## config.mk

```make
export PLATFORM = sky130hd
export DESIGN_NAME = mine_neighbour_count_3x3
export DESIGN_NICKNAME = d
export VERILOG_FILES = /design/src/rtl/mnc_pkg.sv /design/src/rtl/mnc_cell.sv /design/src/rtl/mine_neighbour_count_3x3.sv
export SDC_FILE = /design/constraint.sdc
export NUM_CORES = 1
export LEC_CHECK = 0
export BUFFER_PORTS_ARGS = -buffer_cell sky130_fd_sc_hd__buf_2
export CAP_MARGIN = 30
export CORE_UTILIZATION = 68
export CTS_BUF_LIST = sky130_fd_sc_hd__clkbuf_8
export CTS_CLUSTER_SIZE = 12
export DETAILED_ROUTE_END_ITERATION = 10
export PLACE_DENSITY = 0.84
export SYNTH_ARGS = -nofsm -noshare
export SYNTH_HDL_FRONTEND = slang
export SYNTH_SLANG_ARGS = --single-unit
export TNS_END_PERCENT = 30
```

## constraint.sdc

```tcl
create_clock -name clock -period 10.5 [get_ports clock]
set_input_delay 1.05 -clock clock [delete_from_list [all_inputs] [get_ports clock]]
set_output_delay 1.05 -clock clock [all_outputs]
set_load 0.05 [all_outputs]
```

## src/rtl/mnc_pkg.sv

```systemverilog
// ----------------------------------------------------------------------------
// mnc_pkg: shared types and constants of the 3x3 mine neighbour counter
// Item layouts, the line-store cell contents and the register indexes.
// ----------------------------------------------------------------------------
package mnc_pkg;

   // configuration register fields
   localparam int GRID_WIDTH_W   = 7;
   localparam int GRID_HEIGHT_W  = 11;
   localparam int CSR_DATA_W     = 11;
   localparam int GRID_WIDTH_RST  = 8;
   localparam int GRID_HEIGHT_RST = 8;
   localparam int GRID_WIDTH_TOP  = 127;
   localparam int GRID_HEIGHT_TOP = 2047;

   // register indexes
   localparam logic CSR_GRID_WIDTH  = 1'b0;
   localparam logic CSR_GRID_HEIGHT = 1'b1;

   // item opcodes
   localparam logic OP_CELL  = 1'b0;
   localparam logic OP_FLUSH = 1'b1;

   localparam int COUNT_W   = 4;
   localparam int COUNT_MAX = 9;

   typedef struct packed {
      logic opcode;
      logic is_mine;
   } req_item_type;

   typedef struct packed {
      logic [COUNT_W-1:0] mine_count;
      logic               row_end;
      logic               frame_end;
   } rsp_item_type;

   // one column of the two line stores
   typedef struct packed {
      logic upper;
      logic middle;
   } line_bits_type;

endpackage

```

## src/rtl/mnc_cell.sv

```systemverilog
// ----------------------------------------------------------------------------
// mnc_cell: one column slot of the line-store chain
// Holds the upper and middle row bits of one column and moves them one
// slot towards the read end on every item; the slot at the row's last
// column takes the freshly written column instead.
// ----------------------------------------------------------------------------
module mnc_cell
   import mnc_pkg::*;
(
   input  logic          clock,
   input  logic          reset,
   input  logic          clear,
   input  logic          shift,
   input  logic          load,
   input  line_bits_type ins,
   input  line_bits_type from_right,
   output line_bits_type bits_q
);

   line_bits_type bits_ff;
   line_bits_type bits_in;

   always_comb begin
      bits_in = bits_ff;
      if (shift) begin
         bits_in = load ? ins : from_right;
      end
   end

   always_ff @(posedge clock) begin
      if (reset || clear) begin
         bits_ff <= '0;
      end else begin
         bits_ff <= bits_in;
      end
   end

   assign bits_q = bits_ff;

endmodule

```

## src/rtl/mine_neighbour_count_3x3.sv

```systemverilog
// ----------------------------------------------------------------------------
// mine_neighbour_count_3x3: streaming 3x3 mine counter
// Counts the mined cells in the 3x3 neighbourhood of every grid cell of a
// raster stream, using a chain of column cells as the two line stores.
// ----------------------------------------------------------------------------
//
//  channel | direction | handshake             | payload
//  --------+-----------+-----------------------+------------------------------
//  req     | in        | req_valid / req_ready | opcode, is_mine
//  rsp     | out       | rsp_valid / rsp_ready | mine_count, row_end, frame_end
//  csr     | in        | csr_valid / csr_ready | csr_index, csr_data
//
//  One item is taken per cycle while req_ready is high; its result, if any,
//  sits in the output register from the next cycle. The pace is set by the
//  shift of the line-store chain and the window, both updated at every item.
//  The result of a cell leaves with the item width+1 places later; the
//  first width+1 items of a frame give none.
//  Reset is synchronous and clears all state but the result payload at once.
//  A stalled result holds the output register; req_ready stays high as
//  long as that register is empty or being emptied in the same cycle.
//  Any register write restarts the frame.
//
module mine_neighbour_count_3x3
   import mnc_pkg::*;
#(
   parameter int MAX_WIDTH  = 64,
   parameter int MAX_HEIGHT = 1024
)
(
   input  logic                  clock,
   input  logic                  reset,
   input  logic                  req_valid,
   output logic                  req_ready,
   input  req_item_type          req_data,
   output logic                  rsp_valid,
   input  logic                  rsp_ready,
   output rsp_item_type          rsp_data,
   input  logic                  csr_valid,
   output logic                  csr_ready,
   input  logic                  csr_index,
   input  logic [CSR_DATA_W-1:0] csr_data
);

   // widths reachable through the register fields
   localparam int WLIM    = (MAX_WIDTH < GRID_WIDTH_TOP) ? MAX_WIDTH : GRID_WIDTH_TOP;
   localparam int HLIM    = (MAX_HEIGHT < GRID_HEIGHT_TOP) ? MAX_HEIGHT : GRID_HEIGHT_TOP;
   localparam int WEFF_W  = $clog2(WLIM + 1);
   localparam int COL_W   = (WLIM > 1) ? $clog2(WLIM) : 1;
   localparam int PRIME_W = $clog2(WLIM + 2);
   localparam int HEFF_W  = $clog2(HLIM + 1);
   localparam int ROW_W   = $clog2(HLIM + 2);
   localparam int RST_W   = (WLIM < GRID_WIDTH_RST) ? WLIM : GRID_WIDTH_RST;
   localparam int RST_H   = (HLIM < GRID_HEIGHT_RST) ? HLIM : GRID_HEIGHT_RST;

   function automatic logic [1:0] ones3(input logic [2:0] v);
      ones3 = {1'b0, v[0]} + {1'b0, v[1]} + {1'b0, v[2]};
   endfunction

   // effective geometry, clamped when written
   logic [WEFF_W-1:0]  w_eff_ff, w_eff_in;
   logic [COL_W-1:0]   w_last_ff, w_last_in;
   logic [HEFF_W-1:0]  h_eff_ff, h_eff_in;

   // frame position and window
   logic [COL_W-1:0]   col_ff, col_in;
   logic [ROW_W-1:0]   row_ff, row_in;
   logic [PRIME_W-1:0] prime_ff, prime_in;
   logic [8:0]         window_ff, window_in;

   // output register
   logic               rsp_valid_ff, rsp_valid_in;
   rsp_item_type       rsp_data_ff, rsp_data_in;

   logic               req_take;
   logic               csr_take;
   logic               frame_last;
   logic               frame_clear;
   logic               has_result;
   logic               cell_bit;
   logic [2:0]         new_col;
   logic [COUNT_W-1:0] count;
   logic [ROW_W-1:0]   h_plus1;
   line_bits_type      line_ins;
   line_bits_type      line_q [WLIM];

   logic [GRID_WIDTH_W-1:0]  gw;
   logic [GRID_HEIGHT_W-1:0] gh;

   assign req_ready = !rsp_valid_ff || rsp_ready;
   assign csr_ready = 1'b1;
   assign req_take  = req_valid && req_ready;
   assign csr_take  = csr_valid && csr_ready;

   assign h_plus1     = ROW_W'(h_eff_ff) + ROW_W'(1);
   assign frame_last  = (row_ff == h_plus1);
   assign frame_clear = (req_take && frame_last) || csr_take;
   assign has_result  = prime_ff > PRIME_W'(w_eff_ff);

   // cells past the bottom row and flush items enter as empty
   assign cell_bit = (req_data.opcode == OP_CELL) && (row_ff < ROW_W'(h_eff_ff))
                     && req_data.is_mine;
   assign new_col  = {cell_bit, line_q[0].middle, line_q[0].upper};

   // middle row moves up, the new cell becomes the middle row
   assign line_ins.upper  = line_q[0].middle;
   assign line_ins.middle = cell_bit;

   // line stores: chain of column cells, read at cell zero
   for (genvar k = 0; k < WLIM; k++) begin : g_line
      line_bits_type right;
      if (k == WLIM - 1) begin : g_end
         assign right = '0;
      end else begin : g_mid
         assign right = line_q[k+1];
      end
      mnc_cell u_cell (
         .clock      (clock),
         .reset      (reset),
         .clear      (frame_clear),
         .shift      (req_take),
         .load       (w_last_ff == COL_W'(k)),
         .ins        (line_ins),
         .from_right (right),
         .bits_q     (line_q[k])
      );
   end

   // neighbourhood count; column zero closes the previous row's last cell
   always_comb begin
      count = '0;
      if (col_ff == '0) begin
         count = COUNT_W'(ones3(window_ff[8:6]));
         if (w_eff_ff > WEFF_W'(1)) begin
            count = count + COUNT_W'(ones3(window_ff[5:3]));
         end
      end else begin
         count = COUNT_W'(ones3(window_ff[8:6])) + COUNT_W'(ones3(new_col));
         if (col_ff > COL_W'(1)) begin
            count = count + COUNT_W'(ones3(window_ff[5:3]));
         end
      end
   end

   // configuration
   always_comb begin
      w_eff_in  = w_eff_ff;
      w_last_in = w_last_ff;
      h_eff_in  = h_eff_ff;
      gw        = csr_data[GRID_WIDTH_W-1:0];
      gh        = csr_data[GRID_HEIGHT_W-1:0];
      if (csr_take && csr_index == CSR_GRID_WIDTH) begin
         if (gw == '0) begin
            w_eff_in = WEFF_W'(1);
         end else if (gw > GRID_WIDTH_W'(WLIM)) begin
            w_eff_in = WEFF_W'(WLIM);
         end else begin
            w_eff_in = WEFF_W'(gw);
         end
         w_last_in = COL_W'(w_eff_in - WEFF_W'(1));
      end
      if (csr_take && csr_index == CSR_GRID_HEIGHT) begin
         if (gh == '0) begin
            h_eff_in = HEFF_W'(1);
         end else if (gh > GRID_HEIGHT_W'(HLIM)) begin
            h_eff_in = HEFF_W'(HLIM);
         end else begin
            h_eff_in = HEFF_W'(gh);
         end
      end
   end

   // position, window, priming and output register
   always_comb begin
      col_in       = col_ff;
      row_in       = row_ff;
      prime_in     = prime_ff;
      window_in    = window_ff;
      rsp_valid_in = rsp_valid_ff && !rsp_ready;
      rsp_data_in  = rsp_data_ff;
      if (req_take) begin
         window_in = {new_col, window_ff[8:3]};
         if (has_result) begin
            rsp_valid_in           = 1'b1;
            rsp_data_in.mine_count = count;
            rsp_data_in.row_end    = (col_ff == '0);
            rsp_data_in.frame_end  = (col_ff == '0) && frame_last;
         end else begin
            prime_in = prime_ff + PRIME_W'(1);
         end
         if (col_ff == w_last_ff) begin
            col_in = '0;
            row_in = row_ff + ROW_W'(1);
         end else begin
            col_in = col_ff + COL_W'(1);
         end
      end
      // restart the frame after the last flush item or any register write
      if (frame_clear) begin
         col_in    = '0;
         row_in    = '0;
         prime_in  = '0;
         window_in = '0;
      end
   end

   always_ff @(posedge clock) begin
      if (reset) begin
         w_eff_ff     <= WEFF_W'(RST_W);
         w_last_ff    <= COL_W'(RST_W - 1);
         h_eff_ff     <= HEFF_W'(RST_H);
         col_ff       <= '0;
         row_ff       <= '0;
         prime_ff     <= '0;
         window_ff    <= '0;
         rsp_valid_ff <= 1'b0;
      end else begin
         w_eff_ff     <= w_eff_in;
         w_last_ff    <= w_last_in;
         h_eff_ff     <= h_eff_in;
         col_ff       <= col_in;
         row_ff       <= row_in;
         prime_ff     <= prime_in;
         window_ff    <= window_in;
         rsp_valid_ff <= rsp_valid_in;
      end
   end

   // payload needs no reset
   always_ff @(posedge clock) begin
      rsp_data_ff <= rsp_data_in;
   end

   assign rsp_valid = rsp_valid_ff;
   assign rsp_data  = rsp_data_ff;

   // a result appears only after an item that produces one
   a_rsp_origin: assert property (@(posedge clock) disable iff (reset)
      $rose(rsp_valid_ff) |-> $past(req_take && has_result))
      else $error("result appeared without a producing item");

   // priming items leave the output register empty
   a_priming_quiet: assert property (@(posedge clock) disable iff (reset)
      (req_take && !has_result) |=> !rsp_valid_ff)
      else $error("result delivered during priming");

   a_count_range: assert property (@(posedge clock) disable iff (reset)
      rsp_valid_ff |-> (rsp_data_ff.mine_count <= COUNT_W'(COUNT_MAX)))
      else $error("neighbourhood count above nine");

   a_frame_row: assert property (@(posedge clock) disable iff (reset)
      (rsp_valid_ff && rsp_data_ff.frame_end) |-> rsp_data_ff.row_end)
      else $error("frame end outside the last column");

   a_col_range: assert property (@(posedge clock) disable iff (reset)
      (col_ff <= w_last_ff) && (row_ff <= h_plus1))
      else $error("frame position beyond the grid");

endmodule

```

==> metrics.csv <==
stage,metric,value,unit
logic_synthesis,top_reg_cell synth,dfxtp_1,
power_and_ir_drop,Clk network pwr share,0.398,
finish,Layout Cells excl Fill,1416,
die,Die H,126,um
finish,utilization after layout,0.748,
grt,first-pass GRT wire length,39.5,mm
route,final wirelength,23.3,mm
clock_tree,"Clk Latency, worst-skew pair",0.47,ns
grt,GR Overflow Total,0,
die,Die Area,15900,um2
route,Final ANT Viol Nets,0,
die,area of the core,14800,um2
clock_tree,postcts setup bufs,0,
placement,Final GP Congestion,0.891,
logic_synthesis,synth top area cells,"dfxtp_1 35%, a311oi_2 10%, nor2_1 7.4%",
power_and_ir_drop,Power Density,142,nW/um2
timing,period utilization,0.445,
logic_synthesis,synth warn,0,
route,vias per cell,6.38,
flow_run,MaxCap Viol Count,0,
die,Rows,44,
logic_synthesis,async set or reset register ratio after synthesis,0,
worst_setup_path,largest fanout on the critical path,66,
worst_setup_path,Worst EP arrival,4.88,ns
logic_synthesis,number of flops mapped to enable cells by yosys,6,
power_and_ir_drop,combinational power share,0.116,
power_and_ir_drop,internal power,1.17,mW
grt,initial antenna violation count,0,
timing,final setup TNS,0,ns
placement,DP Area,10400,um2
logic_synthesis,syn_nets,1327,
timing,worst-margin pin slew,1.05,ns
timing,Worst Clk Skew,0.0116,ns
timing,final setup fails,0,
logic_synthesis,most instantiated library cell after synthesis,nor2_1,
finish,"Design Area, Final",11000,um2
power_and_ir_drop,Net Switching,0.399,mW
timing,Pins Over Slew Limit,0,
finish,nets,1274,
route,routed via count,9033,
placement,# placed instances,1382,
die,Die Wd,126,um
logic_synthesis,Seq cells post-synth,189,
clock_tree,CTS sink cnt,189,
clock_tree,Root Buffer,clkbuf_8,
logic_synthesis,"Seq/Total Area, Yosys",0.368,
clock_tree,clock buffer count from CTS,17,
route,DR WL/cell,16.4,um
route,Residual DRC,0,
timing,hold_ws,0.477,ns
logic_synthesis,Syn Area/Cell,8.21,um2
clock_tree,Resized cells post-CTS,0,
logic_synthesis,cells after synthesis,1272,
logic_synthesis,largest area contributor in the netlist,dfxtp_1,
logic_synthesis,most common library cells after synthesis,"207 x nor2_1, 191 x nand2_1, 183 x dfxtp_1",
die,Starting Density,0.708,
power_and_ir_drop,power consumption,1.57,mW
worst_setup_path,r2r setup slk,5.83,ns
timing,Hold Fails Final Rpt,0,
finish,Diodes inserted,0,
run_status,outcome,"finished, final reports clean",
route,drt first pass iters,5,
power_and_ir_drop,Lkg Pwr,3.58,nW
timing,unrepaired setup endpoints after global routing,no,
timing,Final Critical Period,4.67,ns
worst_setup_path,Crit. End Element,flip-flop,
power_and_ir_drop,VDD IR-drop max,0.185,mV
clock_tree,H-tree lvl count,4,
placement,Placement Setup Slack,5.90,ns
clock_tree,clock-pin slew on the worst setup and hold paths,0.09,ns
grt,largest net degree at the start of global routing,159,
worst_setup_path,kind of critical path,flip-flop to flip-flop,
finish,share of layout cells above drive strength 1,0.147,
route,number of DRC markers in iteration 0,1006,
clock_tree,Hold Buf Count CTS,0,
grt,vias in the first global route,8288,
timing,worst setup margin,5.83,ns
logic_synthesis,Mapped Area,10400,um2
worst_setup_path,CP startpoint kind,flip-flop,
grt,total track usage,0.302,
timing,Fmax,214,MHz
finish,Layout area overhead,5.66,%
logic_synthesis,"Distinct cells, synth",53,
timing,slew margin rel.,0.295,
placement,Final HPWL DP,14.1,mm
finish,filler cell count,1095,
placement,Buffers on Ports,26,
worst_hold_path,Hold Path Class,flip-flop to flip-flop,
die,I/O pin total,28,
logic_synthesis,Yosys top cell area share,0.351,
power_and_ir_drop,Sw Ratio,0.254,
power_and_ir_drop,Flop pwr share,0.486,
worst_setup_path,Critical Path RT,10.71,ns
clock_tree,Longest Clk Path Bufs,2,
clock_tree,CTS tree,built,
cells in the final DEF, fill, tap and decap left out, types with 4 or more instances in the layout:
| cell | count |
|---|---|
| and3_1 | 5 |
| fa_1 | 6 |
| nor3b_1 | 8 |
| o21ai_0 | 41 |
| xnor2_1 | 20 |
| a311oi_2 | 70 |
| a211oi_1 | 8 |
| nor3_1 | 13 |
| a21oi_1 | 43 |
| edfxtp_1 | 6 |
| or2_2 | 4 |
| inv_1 | 32 |
| clkbuf_8 | 20 |
| or3_1 | 7 |
| nand2_1 | 191 |
| ha_1 | 30 |
| nand3_1 | 76 |
| a211o_1 | 4 |
| a211oi_2 | 20 |
| buf_2 | 27 |
| bufinv_16 | 8 |
| nand4_1 | 46 |
| a22oi_1 | 24 |
| dfxtp_1 | 182 |
| nor4_1 | 5 |
| nor2b_1 | 5 |
| mux2i_1 | 5 |
| buf_4 | 16 |
| nand2b_1 | 10 |
| xor2_1 | 13 |
| a311oi_1 | 33 |
| nor2_1 | 206 |
worst max-delay path: stages (launching register included):
cell	delay, ns
dfxtp_1	0.41
inv_1	0.07
ha_1	0.31
a211o_1	0.26
a21oi_1	0.10
o21ai_0	0.15
o2111ai_4	0.21
buf_4	0.61
nand2_1	0.17
fa_1	0.57
inv_1	0.04
ha_1	0.18
fa_1	0.50
fa_1	0.43
nand2_1	0.10
xor2_1	0.15
o22ai_1	0.09
layer usage:
layer	up-vias	GRT usage	share of wire
li1	4440	-	-
met1	4284	0.415	0.46
met2	270	0.473	0.46
met3	39	0.0646	0.061
met4	0	0.101	0.019
met5	-	0	0
cell families (layout without fill, tap and decap cells):
kind of cell,Yosys count,after routing,share of synthesized area
simple gates,594,594,0.253
compound gates,263,263,0.234
flops,189,189,0.368
buf+inv,149,109,0.0633
fa+ha+maj,37,37,0.0484
xor+xnor,33,33,0.0277
mux,6,6,0.00587
other cells,1,1,0.000359
power by group through the flow:
stage | Clock (mW) | Sequential, mW | Combinational [mW]
detailed placement | 0 | 0.779 | 0.177
CTS | 0.634 | 0.762 | 0.177
global route | 0.661 | 0.766 | 0.201
floorplan | 0 | 0.772 | 0.147
global placement | 0 | 0.778 | 0.172
finish | 0.626 | 0.763 | 0.182
registers in the layout, indices dropped and copies added (netlist names):
name,count
prime_ff,7
w_last_ff,6
window_ff,6
col_ff,6
g_line.u_cell.bits_q,128
w_eff_ff,7
h_eff_ff,11
rsp_valid,1
rsp_data,6
row_ff,11
cell type report:
cell class | count | area, um2 | area share
Clock buffer | 20 | 275 | 0.0250
Clock inverter | 12 | 263 | 0.0238
Inverter | 31 | 116 | 0.0105
Multi-Input combinational cell | 934 | 5970 | 0.541
Sequential cell | 189 | 3840 | 0.349
Tap cell | 184 | 230 | 0.0209
Timing Repair Buffer | 46 | 330 | 0.0299
worst paths after layout:
path                                            startpoint                                  endpoint  cells after the start
hold / removal    g_line[63].u_cell.bits_q[0]$_SDFFE_PP0P_  g_line[63].u_cell.bits_q[0]$_SDFFE_PP0P_                      2
setup reg to reg                  h_eff_ff[8]$_SDFFE_PP0P_                     rsp_data[4]$_DFFE_PP_                     16
hold reg to reg   g_line[63].u_cell.bits_q[0]$_SDFFE_PP0P_  g_line[63].u_cell.bits_q[0]$_SDFFE_PP0P_                      2
setup / recovery                  h_eff_ff[8]$_SDFFE_PP0P_                     rsp_data[4]$_DFFE_PP_                     16
Power figures use the tool's default switching activity.
